==> config.mk <==
export PLATFORM = sky130hd
export DESIGN_NAME = rfce_front
export DESIGN_NICKNAME = d
export VERILOG_FILES = /design/src/design/rfce_pkg.sv /design/src/design/rfce_front.sv
export SDC_FILE = /design/constraint.sdc
export NUM_CORES = 1
export LEC_CHECK = 0
export ABC_AREA = 1
export BUFFER_PORTS_ARGS = -buffer_cell sky130_fd_sc_hd__buf_2
export CORE_AREA = 10 10 115 117
export DETAILED_ROUTE_END_ITERATION = 10
export DIE_AREA = 0 0 125 127
export PLACE_DENSITY_LB_ADDON = 0.3
export SYNTH_ARGS = -nofsm -noshare
export SYNTH_HDL_FRONTEND = slang
export SYNTH_SLANG_ARGS = --single-unit
==> constraint.sdc <==
create_clock -name clk -period 4.6 [get_ports clk]
set_input_delay 0.69 -clock clk [delete_from_list [all_inputs] [get_ports clk]]
set_output_delay 0.69 -clock clk [all_outputs]
set_load 0.01 [all_outputs]
==> src/design/rfce_pkg.sv <==
// Shared types and constants for the rectangle fill blitter.
// Canvas geometry, command word, operation codes and sequencer states.
// No dependencies; every other design file refers to this package.
`default_nettype none

package rfce_pkg;

	// Canvas geometry
	localparam int CANVAS_WIDTH  = 128;
	localparam int CANVAS_HEIGHT = 128;
	localparam int PIXEL_COUNT   = CANVAS_WIDTH * CANVAS_HEIGHT;
	localparam int ADDR_W        = (PIXEL_COUNT > 1) ? $clog2(PIXEL_COUNT) : 1;

	// Coordinate counters hold the canvas size itself (exclusive ends)
	localparam int XC_W = $clog2(CANVAS_WIDTH + 1);
	localparam int YC_W = $clog2(CANVAS_HEIGHT + 1);

	// Field widths of the stream words
	localparam int POS_W  = 7;
	localparam int SIZE_W = 8;
	localparam int CHAN_W = 8;
	localparam int PIX_W  = 3 * CHAN_W;
	localparam int EXT_W  = 7;

	// Width for clipping arithmetic: corner plus size, and the canvas size
	localparam int SUM_W  = SIZE_W + 1;
	localparam int CMP_W0 = (XC_W > YC_W) ? XC_W : YC_W;
	localparam int CMP_W  = (CMP_W0 > SUM_W) ? CMP_W0 : SUM_W;

	// Row stride, one bit wider so that a single-row canvas still fits
	localparam logic [ADDR_W:0] ROW_STEP = (ADDR_W + 1)'(CANVAS_WIDTH);

	localparam logic [PIX_W-1:0] WHITE = {PIX_W{1'b1}};

	// Stream word widths
	localparam int IN_TDATA_W  = 56;
	localparam int IN_TUSER_W  = 2;
	localparam int OUT_TDATA_W = 40;

	// Command queue between front and back
	localparam int QUEUE_DEPTH = 2;
	localparam int QPTR_W      = (QUEUE_DEPTH > 1) ? $clog2(QUEUE_DEPTH) : 1;
	localparam int QCNT_W      = $clog2(QUEUE_DEPTH + 1);

	typedef enum logic [1:0] {
		OP_FILL   = 2'd0,
		OP_EXTENT = 2'd1,
		OP_READ   = 2'd2,
		OP_CLEAR  = 2'd3
	} op_t;

	// Classified command: clipped rectangle, start address, colour
	typedef struct packed {
		op_t               op;
		logic              skip;
		logic [XC_W-1:0]   x0;
		logic [XC_W-1:0]   x1;
		logic [YC_W-1:0]   y0;
		logic [YC_W-1:0]   y1;
		logic [ADDR_W-1:0] addr;
		logic [PIX_W-1:0]  color;
	} cmd_t;

	// Queue head offered to the back end
	typedef struct packed {
		logic valid;
		cmd_t cmd;
	} q_head_t;

	// Back end status returned to the front
	typedef struct packed {
		logic pop;
		logic init_done;
	} eng_status_t;

	typedef enum logic [2:0] {
		ST_INIT,
		ST_IDLE,
		ST_FILL,
		ST_SCAN,
		ST_SCAN_END,
		ST_READ,
		ST_READ_OUT,
		ST_CLEAR
	} eng_state_t;

endpackage

`default_nettype wire

==> src/design/rfce_front.sv <==
// Front end of the blitter: takes input words, clips and classifies them.
// Holds a short command queue for the back end; uses rfce_pkg.
`default_nettype none

module rfce_front (
	input  wire                                  clk,
	input  wire                                  arst_n,
	input  wire                                  in_valid,
	output logic                                 in_ready,
	input  wire  [rfce_pkg::IN_TDATA_W-1:0]      in_data,
	input  wire  [rfce_pkg::IN_TUSER_W-1:0]      in_user,
	output rfce_pkg::q_head_t                    head,
	input  rfce_pkg::eng_status_t                status
);

	logic [rfce_pkg::POS_W-1:0]  pos_x;
	logic [rfce_pkg::POS_W-1:0]  pos_y;
	logic [rfce_pkg::SIZE_W-1:0] size_x;
	logic [rfce_pkg::SIZE_W-1:0] size_y;
	logic [rfce_pkg::PIX_W-1:0]  color;
	rfce_pkg::op_t               op;

	logic [rfce_pkg::CMP_W-1:0]    sum_x, sum_y, end_x, end_y;
	logic                          fill_empty, outside;
	logic [rfce_pkg::ADDR_W:0]     lin_addr;
	rfce_pkg::cmd_t                cmd;

	rfce_pkg::cmd_t                 queue_q [rfce_pkg::QUEUE_DEPTH];
	logic [rfce_pkg::QPTR_W-1:0]    wr_ptr_q, rd_ptr_q;
	logic [rfce_pkg::QCNT_W-1:0]    count_q;
	logic                           push;

	// Unpack the word
	assign op     = rfce_pkg::op_t'(in_user[1:0]);
	assign pos_x  = in_data[6:0];
	assign pos_y  = in_data[13:7];
	assign size_x = in_data[21:14];
	assign size_y = in_data[29:22];
	assign color  = {in_data[37:30], in_data[45:38], in_data[53:46]};

	// Clip the rectangle at the canvas edge
	always_comb begin
		sum_x = rfce_pkg::CMP_W'(pos_x) + rfce_pkg::CMP_W'(size_x);
		sum_y = rfce_pkg::CMP_W'(pos_y) + rfce_pkg::CMP_W'(size_y);
		end_x = (sum_x > rfce_pkg::CMP_W'(rfce_pkg::CANVAS_WIDTH)) ?
			rfce_pkg::CMP_W'(rfce_pkg::CANVAS_WIDTH) : sum_x;
		end_y = (sum_y > rfce_pkg::CMP_W'(rfce_pkg::CANVAS_HEIGHT)) ?
			rfce_pkg::CMP_W'(rfce_pkg::CANVAS_HEIGHT) : sum_y;
		fill_empty = (end_x <= rfce_pkg::CMP_W'(pos_x)) ||
			(end_y <= rfce_pkg::CMP_W'(pos_y));
		outside = (rfce_pkg::CMP_W'(pos_x) >= rfce_pkg::CMP_W'(rfce_pkg::CANVAS_WIDTH)) ||
			(rfce_pkg::CMP_W'(pos_y) >= rfce_pkg::CMP_W'(rfce_pkg::CANVAS_HEIGHT));
		// Linear address of the corner or of the pixel read
		lin_addr = (rfce_pkg::ADDR_W + 1)'(pos_y) * rfce_pkg::ROW_STEP
			+ (rfce_pkg::ADDR_W + 1)'(pos_x);
	end

	// Build the command
	always_comb begin
		cmd.op    = op;
		cmd.x0    = rfce_pkg::XC_W'(pos_x);
		cmd.x1    = rfce_pkg::XC_W'(end_x);
		cmd.y0    = rfce_pkg::YC_W'(pos_y);
		cmd.y1    = rfce_pkg::YC_W'(end_y);
		cmd.addr  = lin_addr[rfce_pkg::ADDR_W-1:0];
		cmd.color = color;
		case (op)
			rfce_pkg::OP_FILL: cmd.skip = fill_empty;
			rfce_pkg::OP_READ: cmd.skip = outside;
			default:           cmd.skip = 1'b0;
		endcase
	end

	// Queue control
	assign in_ready   = status.init_done &&
		(count_q != rfce_pkg::QCNT_W'(rfce_pkg::QUEUE_DEPTH));
	assign push       = in_valid && in_ready;
	assign head.valid = (count_q != '0);
	assign head.cmd   = queue_q[rd_ptr_q];

	always_ff @(posedge clk or negedge arst_n) begin
		if (!arst_n) begin
			wr_ptr_q <= '0;
			rd_ptr_q <= '0;
			count_q  <= '0;
		end else begin
			if (push) begin
				wr_ptr_q <= (wr_ptr_q == rfce_pkg::QPTR_W'(rfce_pkg::QUEUE_DEPTH - 1)) ?
					'0 : wr_ptr_q + rfce_pkg::QPTR_W'(1);
			end
			if (status.pop) begin
				rd_ptr_q <= (rd_ptr_q == rfce_pkg::QPTR_W'(rfce_pkg::QUEUE_DEPTH - 1)) ?
					'0 : rd_ptr_q + rfce_pkg::QPTR_W'(1);
			end
			if (push && !status.pop) begin
				count_q <= count_q + rfce_pkg::QCNT_W'(1);
			end else if (!push && status.pop) begin
				count_q <= count_q - rfce_pkg::QCNT_W'(1);
			end
		end
	end

	// Store the command word
	always_ff @(posedge clk) begin
		if (push) begin
			queue_q[wr_ptr_q] <= cmd;
		end
	end

`ifndef SYNTH
	a_count_bound: assert property (@(posedge clk) disable iff (!arst_n)
		count_q <= rfce_pkg::QCNT_W'(rfce_pkg::QUEUE_DEPTH))
		else $error("command queue overfilled");

	a_pop_nonempty: assert property (@(posedge clk) disable iff (!arst_n)
		status.pop |-> head.valid)
		else $error("pop from empty command queue");

	a_count_track: assert property (@(posedge clk) disable iff (!arst_n)
		(push && !status.pop) |=> count_q == $past(count_q) + rfce_pkg::QCNT_W'(1))
		else $error("queue count lost a push");
`endif

endmodule

`default_nettype wire

==> results summary, run 1 <==
The run finished with clean final reports. The clock-pin slew on the worst setup and hold paths came out at 50 ps. The tightest min-delay check is of the input port to asynchronous set/reset pin type. The area fraction in and, or, nand and nor cells after synthesis came out at 12.6%. The final worst clock skew is 5.70 ps. At the end of routability-driven placement, the weighted congestion stood at 0.896. OpenSTA, run right after detailed placement, puts the worst setup slack at 1040 ps.

The number of port buffers is 133. With fillers left out, the area of the finished cells amounts to 0.00715 sq mm. The mean number of vias per cell came out at 4.97. The cell sitting at the root of the clock tree is a sky130_fd_sc_hd__clkbuf_16.

The number of hold buffers added after CTS is 0. The filler cell count came out at 871. Entering global routing, the biggest net connects 42 pins. In the synthesized netlist, mux cells make up 11.1% of the area. Counting stages on the worst path, the most repeated cell is sky130_fd_sc_hd__nand2_1. The setup slack of the critical path after layout came out at 1460 ps. The final hold violation count was 0. The total via count after detailed routing is 3791. The transition time of the tightest slew-check pin came out at 793 ps. The synthesized area per cell came out at 12.2 sq um. The shortest period the worst path allows came out at 3140 ps. The final design utilization is 64.3%.

The instance area at placement is 0.00652 sq mm. The area enclosed by the die boundary came out at 0.0159 sq mm. The count of yosys warnings during synthesis is 0.

The height of the chip came out at 127 um. During I/O placement, the number of pins put on the boundary was 138. The wire-length estimate of the detail-placed layout is 9.20 mm. The worst-case clock buffer depth came out at 2. The post-cts repair resize count is 0.

The number of search-and-repair iterations in the first detailed-routing pass is 6. The portion of the post-synthesis area used by sequential elements is 60.9%. The worst-skew pair later-pin latency came out at 410 ps. The starting density of the core came out at 52.0%. In this run, synthesis produced a sequential element count of 118. In the synthesized netlist the dominant register cell turns out to be sky130_fd_sc_hd__edfxtp_1. The max-slew violation total from the final report is 0. The number of enable flip-flop cells after synthesis came out at 114. For the worst setup path, the data required time is 4850 ps. The post-synthesis instance total is 472. The final-report setup violation count came out at 0.

The combinational family with the most area after synthesis is simple AND/OR/NAND/NOR gates. For this block, the routed nets add up to 12.6 mm of wire. The top cell family by delay on the critical path is simple AND/OR/NAND/NOR gates. The ratio of total power to cell area is 546 mW/mm^2. The xor/xnor share of the synthesized area came out at 0.606%.

Setup repair after global routing left no endpoint under its margin. On the critical path, the stage with the largest delay is an instance of sky130_fd_sc_hd__fa_1. The count of nets left with antenna violations after detail routing came out at 0. In this run the critical register-to-register path is launched from count_q[0]. After detailed routing, the average wire length per cell comes to 16.5 um. The DRC violation total after the first TritonRoute iteration came out at 229. The cell area after technology mapping is 0.00578 sq mm. The initial antenna violation count is 1. STA classifies the critical path endpoint as a flop.

The critical path in this run is classified as input port to flop. In this run, CTS created clock tree buffers numbering 17. The maximum vdd ir drop is 0.278 mV. The maximum net fanout on the critical path is 5. The x dimension of the die came out at 125 um. The achievable frequency came out at 318 MHz. The fraction of layout instances using a drive strength above 1 came out at 40.1%. The leakage power is 3.17 nW. The largest stage delay on the critical path came out at 380 ps.

The synthesized netlist contains 26 unique library cells. The number of remaining DRC errors is 0. The total setup buffers inserted after CTS is 0. The post-route setup TNS came out at 0 ps.

The count of maximum capacitance violations is 0. The floorplan has 39 rows. In the layout the commonest cells are sky130_fd_sc_hd__buf_2 (133), sky130_fd_sc_hd__edfxtp_1 (114), sky130_fd_sc_hd__nand2_1 (87). Leaving out fill and tap cells, the most frequent cell in the layout is sky130_fd_sc_hd__buf_2. The clock net in this run drives a total of 118 sinks.

The complex-gate fraction of the synthesized area came out at 1.34%. The startpoint class of the critical path is an input port. The worst slew margin relative to its limit came out at 47.2%. The leftover overflow at the end of global routing came out at 0. Global routing consumed, over all layers together, 15.9% of the routing resources.

The number of global-route vias before repair came out at 4075. The floorplan step defined a core boundary enclosing 0.0111 sq mm. The TritonCTS clock tree is done. The post-synthesis adder-cell area fraction came out at 6.54%. At the worst endpoint, the arrival time is 3390 ps.

The first global-routing pass estimated 20.1 mm of wire. The number of buffer and inverter stages on the critical path is 4. The critical path starts at in_data[0].

The worst path uses 68.3% of the clock period. The area growth from synthesis to layout is 23.7%. Counting flops with an async set or reset pin after synthesis yields a share of 3.39%. The clock tree synthesis step divided the H-tree into 4 levels.

The number of nets in the finished design is 698.
[per-layer routing]
layer	track usage, %	wire, um
met5	0	0
met1	18.6	5430
met3	5.25	707
met2	26.5	6230
met4	6.30	189
[worst register-to-register path: stages (launching register included)]
cell and delay, ps:
sky130_fd_sc_hd__dfrtp_1 370, sky130_fd_sc_hd__inv_1 90, sky130_fd_sc_hd__a21boi_0 220, sky130_fd_sc_hd__nand2_1 240
sky130_fd_sc_hd__nor2_4 500, sky130_fd_sc_hd__buf_4 610
[final cells by class]
class	instances	area, sq um	area share (%)
clock inverter	12	175	2.45
multi-input combinational	268	1880	26.3
clock buffer	20	457	6.38
timing repair buffer	136	688	9.62
sequential	118	3520	49.3
inverter	65	244	3.41
tap	143	179	2.50
antenna	1	2.50	0.0350
[stage by stage]
step	total power [mW]	instances	hold WS [ps]
floorplan	2.19	473	394
global placement	2.51	730	461
detailed placement	2.55	730	487
CTS	3.95	762	58.8
global route	4.10	763	63.8
finish	3.90	763	76.9
[final timing paths]
kind / endpoint / slack (ps) / cells after the start
min: rd_ptr_q / 80 / 1
max in group asynchronous: rd_ptr_q / 4390 / 1
max: queue_q[1][68] / 1460 / 25
max reg2reg: queue_q[1][67] / 2190 / 5
min reg2reg: count_q[0] / 490 / 1
min in group clk: queue_q[0][20] / 470 / 1
[cell families (layout without fill, tap and decap cells)]
| family | Yosys count | after routing |
|---|---|---|
| xor gates and xnor gates | 4 | 4 |
| DFF | 118 | 118 |
| adders and majority gates | 29 | 29 |
| buffers and inverters | 87 | 233 |
| AOI/OAI and AO/OA | 15 | 15 |
| and+or+nand+nor | 161 | 161 |
| muxes | 57 | 57 |
| other | 1 | 3 |
[where the power goes]
group / switching, mW / internal [mW]
logic: 0.580 / 0.478
registers: 0.0928 / 1.35
clock network: 0.463 / 0.933
[synth_stat cells (2+ instances only)]
master                       n  share of area [%]
sky130_fd_sc_hd__fa_1        2               0.69
sky130_fd_sc_hd__ha_1       27                5.8
sky130_fd_sc_hd__nand2_2     5               0.54
sky130_fd_sc_hd__nand3_1    21                1.8
sky130_fd_sc_hd__or2_4       2               0.30
sky130_fd_sc_hd__dfrtp_1     4                1.7
sky130_fd_sc_hd__nand3_2     5               0.87
sky130_fd_sc_hd__nor2_1     27                1.8
sky130_fd_sc_hd__nor2_2      7               0.76
sky130_fd_sc_hd__inv_1      65                4.2
sky130_fd_sc_hd__xor2_1      3               0.45
sky130_fd_sc_hd__nand3b_1    3               0.39
sky130_fd_sc_hd__buf_2       6               0.52
sky130_fd_sc_hd__mux2_2     57                 11
sky130_fd_sc_hd__a21oi_1    13                1.1
sky130_fd_sc_hd__edfxtp_1  114                 59
sky130_fd_sc_hd__nand2_1    87                5.6
sky130_fd_sc_hd__buf_4      16                2.1
[flip-flops by register name, indices dropped and copies added (netlist names)]
signal    cells
wr_ptr_q      1
rd_ptr_q      1
count_q       2
queue_q     114
No activity file was read; power rests on OpenSTA's default activity.
==> inputs of run 2 (changes only) <==
--- a/config.mk
+++ b/config.mk
@@ -7,9 +7,9 @@
 export LEC_CHECK = 0
 export ABC_AREA = 1
 export BUFFER_PORTS_ARGS = -buffer_cell sky130_fd_sc_hd__buf_2
-export CORE_AREA = 10 10 115 117
+export CORE_AREA = 10 10 120 122
 export DETAILED_ROUTE_END_ITERATION = 10
-export DIE_AREA = 0 0 125 127
+export DIE_AREA = 0 0 130 132
 export PLACE_DENSITY_LB_ADDON = 0.3
 export SYNTH_ARGS = -nofsm -noshare
 export SYNTH_HDL_FRONTEND = slang
==> constraint.sdc (replaced) <==
create_clock -name clk -period 2.8 [get_ports clk]
set_input_delay 0.42 -clock clk [delete_from_list [all_inputs] [get_ports clk]]
set_output_delay 0.42 -clock clk [all_outputs]
set_load 0.01 [all_outputs]
==> run 2 against run 1 <==
  * Clock power up 56%
  * Critical endpoint is now queue_q[0][68]
  * Register-to-register slack worse by 1100 ps
  * Hold slack better by 130 ps
==> results summary, run 2 (synthesis results as in run 1) <==
The final non-filler cell area came out at 0.00791 sq mm (was 0.00715 sq mm). The ratio of total power to cell area came out at 836 mW/mm^2 (was 546 mW/mm^2). The number of global-route vias before repair is 4284 (was 4075). The terminus of the critical flop-to-flop path is count_q[1] (was queue_q[1][67]). The area of the multi-input gates is 0.00214 sq mm (was 0.00188 sq mm).

The final hold violation count was 0 (unchanged). The final worst clock skew is 6.55 ps (was 5.70 ps). The half-perimeter wire length of the detailed placement result came to 9.15 mm (was 9.20 mm). The final-report setup violation count came to 0 (unchanged). The total CTS buffers came out at 17 (unchanged).

The instance area at placement is 0.00698 sq mm (was 0.00652 sq mm). The count of nets left with antenna violations after detail routing was 0 (unchanged). The cell row count came out at 40 (was 39). The start-to-end type of the worst setup path is input port to flop (unchanged). The register with the highest flop count was queue_q (unchanged). The area of the core was 0.0119 sq mm (was 0.0111 sq mm). The number of nets in the finished design came out at 762 (was 698). The beginning of the worst register-to-register path is count_q[0] (unchanged). The path with the worst hold slack has its endpoint at queue_q[0][4].

The type of destination of the critical path is a flop (unchanged). The worst hold slack is 202 ps (was 76.9 ps). The number of search-and-repair iterations in the first detailed-routing pass is 5 (was 6).

The fraction of the cycle the final worst path needs came out at 96.2%. The clock period could shrink to 2690 ps. The maximum vdd ir drop came out at 0.448 mV (was 0.278 mV). The leakage power is 3.50 nW (was 3.17 nW). The filler cell count came to 884 (was 871).

The arrival time reported for the critical path endpoint came out at 2950 ps (was 3390 ps). The TritonCTS clock tree is done (unchanged). The layer with the highest usage is met2 (unchanged). The flip-flop count of the largest register, all copies and words added came out at 114 (unchanged). The mean number of vias per cell came out at 4.89 (was 4.97). The starting density of the core is 48.5% (was 52.0%).

Biggest registers after layout: queue_q x114, count_q x2 (unchanged). The initial antenna violation count came out at 2 (was 1). The count of boundary I/O pins is 138 (unchanged).

The cell count of the worst reg-to-reg path came out at 8 (was 5). The DRC violation total after the first TritonRoute iteration is 242 (was 229). The height of the chip came to 132 um (was 127 um).

The total detailed-routing wirelength is 13.5 mm (was 12.6 mm). The number of remaining DRC errors was 0 (unchanged). The total via count after detailed routing is 4065 (was 3791). The area growth from synthesis to layout came out at 36.9% (was 23.7%). The global placement routability congestion is 0.799 (was 0.896). The clock tree root driver cell is sky130_fd_sc_hd__clkbuf_16 (unchanged).

The maximum level of the CTS H-tree came out at 4 (unchanged). The worst-skew pair later-pin latency is 410 ps (about the same). The area enclosed by the die boundary came out at 0.0172 sq mm (was 0.0159 sq mm). The maximum number of pins on one net before global-route repair came out at 58 (was 42).

The worst slew margin relative to its limit is 55.0% (was 47.2%). The slack of the worst reg-to-reg path is 1070 ps (was 2190 ps). Outcome: finished, final reports clean (unchanged). The fraction of layout instances using a drive strength above 1 came out at 51.3% (was 40.1%). The first-pass GRT wire length came out at 20.6 mm (was 20.1 mm). The fraction of met2 tracks used by global routing is 24.4% (was 26.5%). The leftover overflow at the end of global routing came out at 0 (unchanged). The total global routing track utilization was 15.2% (was 15.9%). The number of cells on the worst hold path came out at 1. The clock-pin slew on the worst setup and hold paths came out at 50 ps (about the same). The worst endpoint required time came to 3060 ps (was 4850 ps).

The number of clock sinks seen by CTS is 118 (unchanged). Based on the critical path, the design can be clocked at up to 371 MHz. The startpoint class of the critical path is an input port (unchanged). The met3 routing resource usage after global routing came to 5.35% (was 5.25%).

The transition time of the tightest slew-check pin is 674 ps (was 793 ps). Commonest cells after routing, fill and taps aside: sky130_fd_sc_hd__buf_2 (129), sky130_fd_sc_hd__edfxtp_1 (114), sky130_fd_sc_hd__nand2_1 (70) (was sky130_fd_sc_hd__buf_2 (133), sky130_fd_sc_hd__edfxtp_1 (114), sky130_fd_sc_hd__nand2_1 (87)). The max-slew violation total from the final report is 0 (unchanged). The maximum net fanout on the critical path is 5 (unchanged). The number of port buffers is 133 (unchanged).

The worst-case clock buffer depth was 2 (unchanged). The total area of sequential cells is 0.00352 sq mm (unchanged). The most common cell after layout, fill and taps aside is sky130_fd_sc_hd__buf_2 (unchanged).

The mean routed wirelength per cell was 16.2 um (was 16.5 um). The met1 usage in global routing was 17.9% (was 18.6%). The x dimension of the die is 130 um (was 125 um).

The count of maximum capacitance violations came out at 0 (unchanged). The worst hold path class is input port to flop (was input port to asynchronous set/reset pin). The startpoint identified for the worst hold timing path is in_data[50].
## run 2: changes by cell type in the layout (fill, tap and decap cells not counted), moves of 4 or more
cell	delta
sky130_fd_sc_hd__buf_4	+62
sky130_fd_sc_hd__nand2_1	-17
sky130_fd_sc_hd__nand2_2	+14
sky130_fd_sc_hd__ha_1	-9
sky130_fd_sc_hd__ha_4	+9
sky130_fd_sc_hd__nor2_4	+8
sky130_fd_sc_hd__nor2_1	-7
sky130_fd_sc_hd__buf_2	-4
sky130_fd_sc_hd__clkinv_1	+4
sky130_fd_sc_hd__inv_1	-4
sky130_fd_sc_hd__inv_2	+4
## run 2: worst max-delay path by stage
stage / from / end / slack, ps / cells after the start
2_1_floorplan: status[0] / queue_q[0][0] / -130 / 3
3_3_place_gp: in_data[7] / queue_q[0][68] / -220 / 24
3_5_place_dp: in_data[14] / queue_q[0][68] / -350 / 25
4_1_cts: in_data[14] / queue_q[0][68] / 50 / 25
5_1_grt: in_data[0] / queue_q[0][68] / -90 / 25
6_report: in_data[7] / queue_q[0][68] / 110 / 22
## run 2: area by class of cell
cell class              count  area share [%]
multi-input cells         268            27.0
clock buffers              18            5.42
repair buffers            200            15.5
well taps                 147            2.32
clock inverters            13            2.06
flip-flops and latches    118            44.5
diodes                      2          0.0632
inverters                  65            3.08
## run 2: through the flow
step / std cells / setup TNS [ps] / setup WS, ps / power [mW] / util (%)
finish: 831 / 0 / 107 / 6.62 / 66.4
global route: 830 / -171 / -86.4 / 6.96 / 66.4
CTS: 822 / 0 / 51.2 / 6.57 / 63.7
detailed placement: 790 / -704 / -352 / 4.37 / 58.6
floorplan: 473 / -15200 / -133 / 3.60 / -
global placement: 790 / -447 / -223 / 4.31 / 58.6
## run 2: power by group
group	internal (mW)	switching (mW)	total [mW]
combinational	0.992	1.08	2.08
clock	1.46	0.720	2.18
sequential	2.23	0.136	2.36
## run 2: timing repair
action                     in CTS  in global routing
setup endpoints to repair       0                  2
setup buffers                   0                  7
hold endpoints to repair        4                  0
hold buffers                    1                  0
gates resized for setup         0                 63
## run 2: critical path, cell delays in order
cell and delay (ps):
sky130_fd_sc_hd__buf_4 100, sky130_fd_sc_hd__ha_4 130, sky130_fd_sc_hd__inv_2 40, sky130_fd_sc_hd__fa_2 540, sky130_fd_sc_hd__nand2_1 50, sky130_fd_sc_hd__nor2_1 100, sky130_fd_sc_hd__nand3_1 80, sky130_fd_sc_hd__nor2_1 110
sky130_fd_sc_hd__nand3_1 90, sky130_fd_sc_hd__nand2_2 90, sky130_fd_sc_hd__nand2_4 110, sky130_fd_sc_hd__nor2_4 180, sky130_fd_sc_hd__ha_4 230, sky130_fd_sc_hd__nand2_2 60, sky130_fd_sc_hd__nor2_2 40, sky130_fd_sc_hd__nand2_1 80
sky130_fd_sc_hd__nand3_2 60, sky130_fd_sc_hd__nand2_1 80, sky130_fd_sc_hd__nand2_1 50, sky130_fd_sc_hd__nand2_1 90, sky130_fd_sc_hd__nand2_2 60, sky130_fd_sc_hd__a21oi_2 160
## run 2: per-layer routing
layer	wire (um)	up-vias
li1	-	1993
met1	5700	1942
met2	6680	111
met3	901	19
met4	222	0
met5	0	-
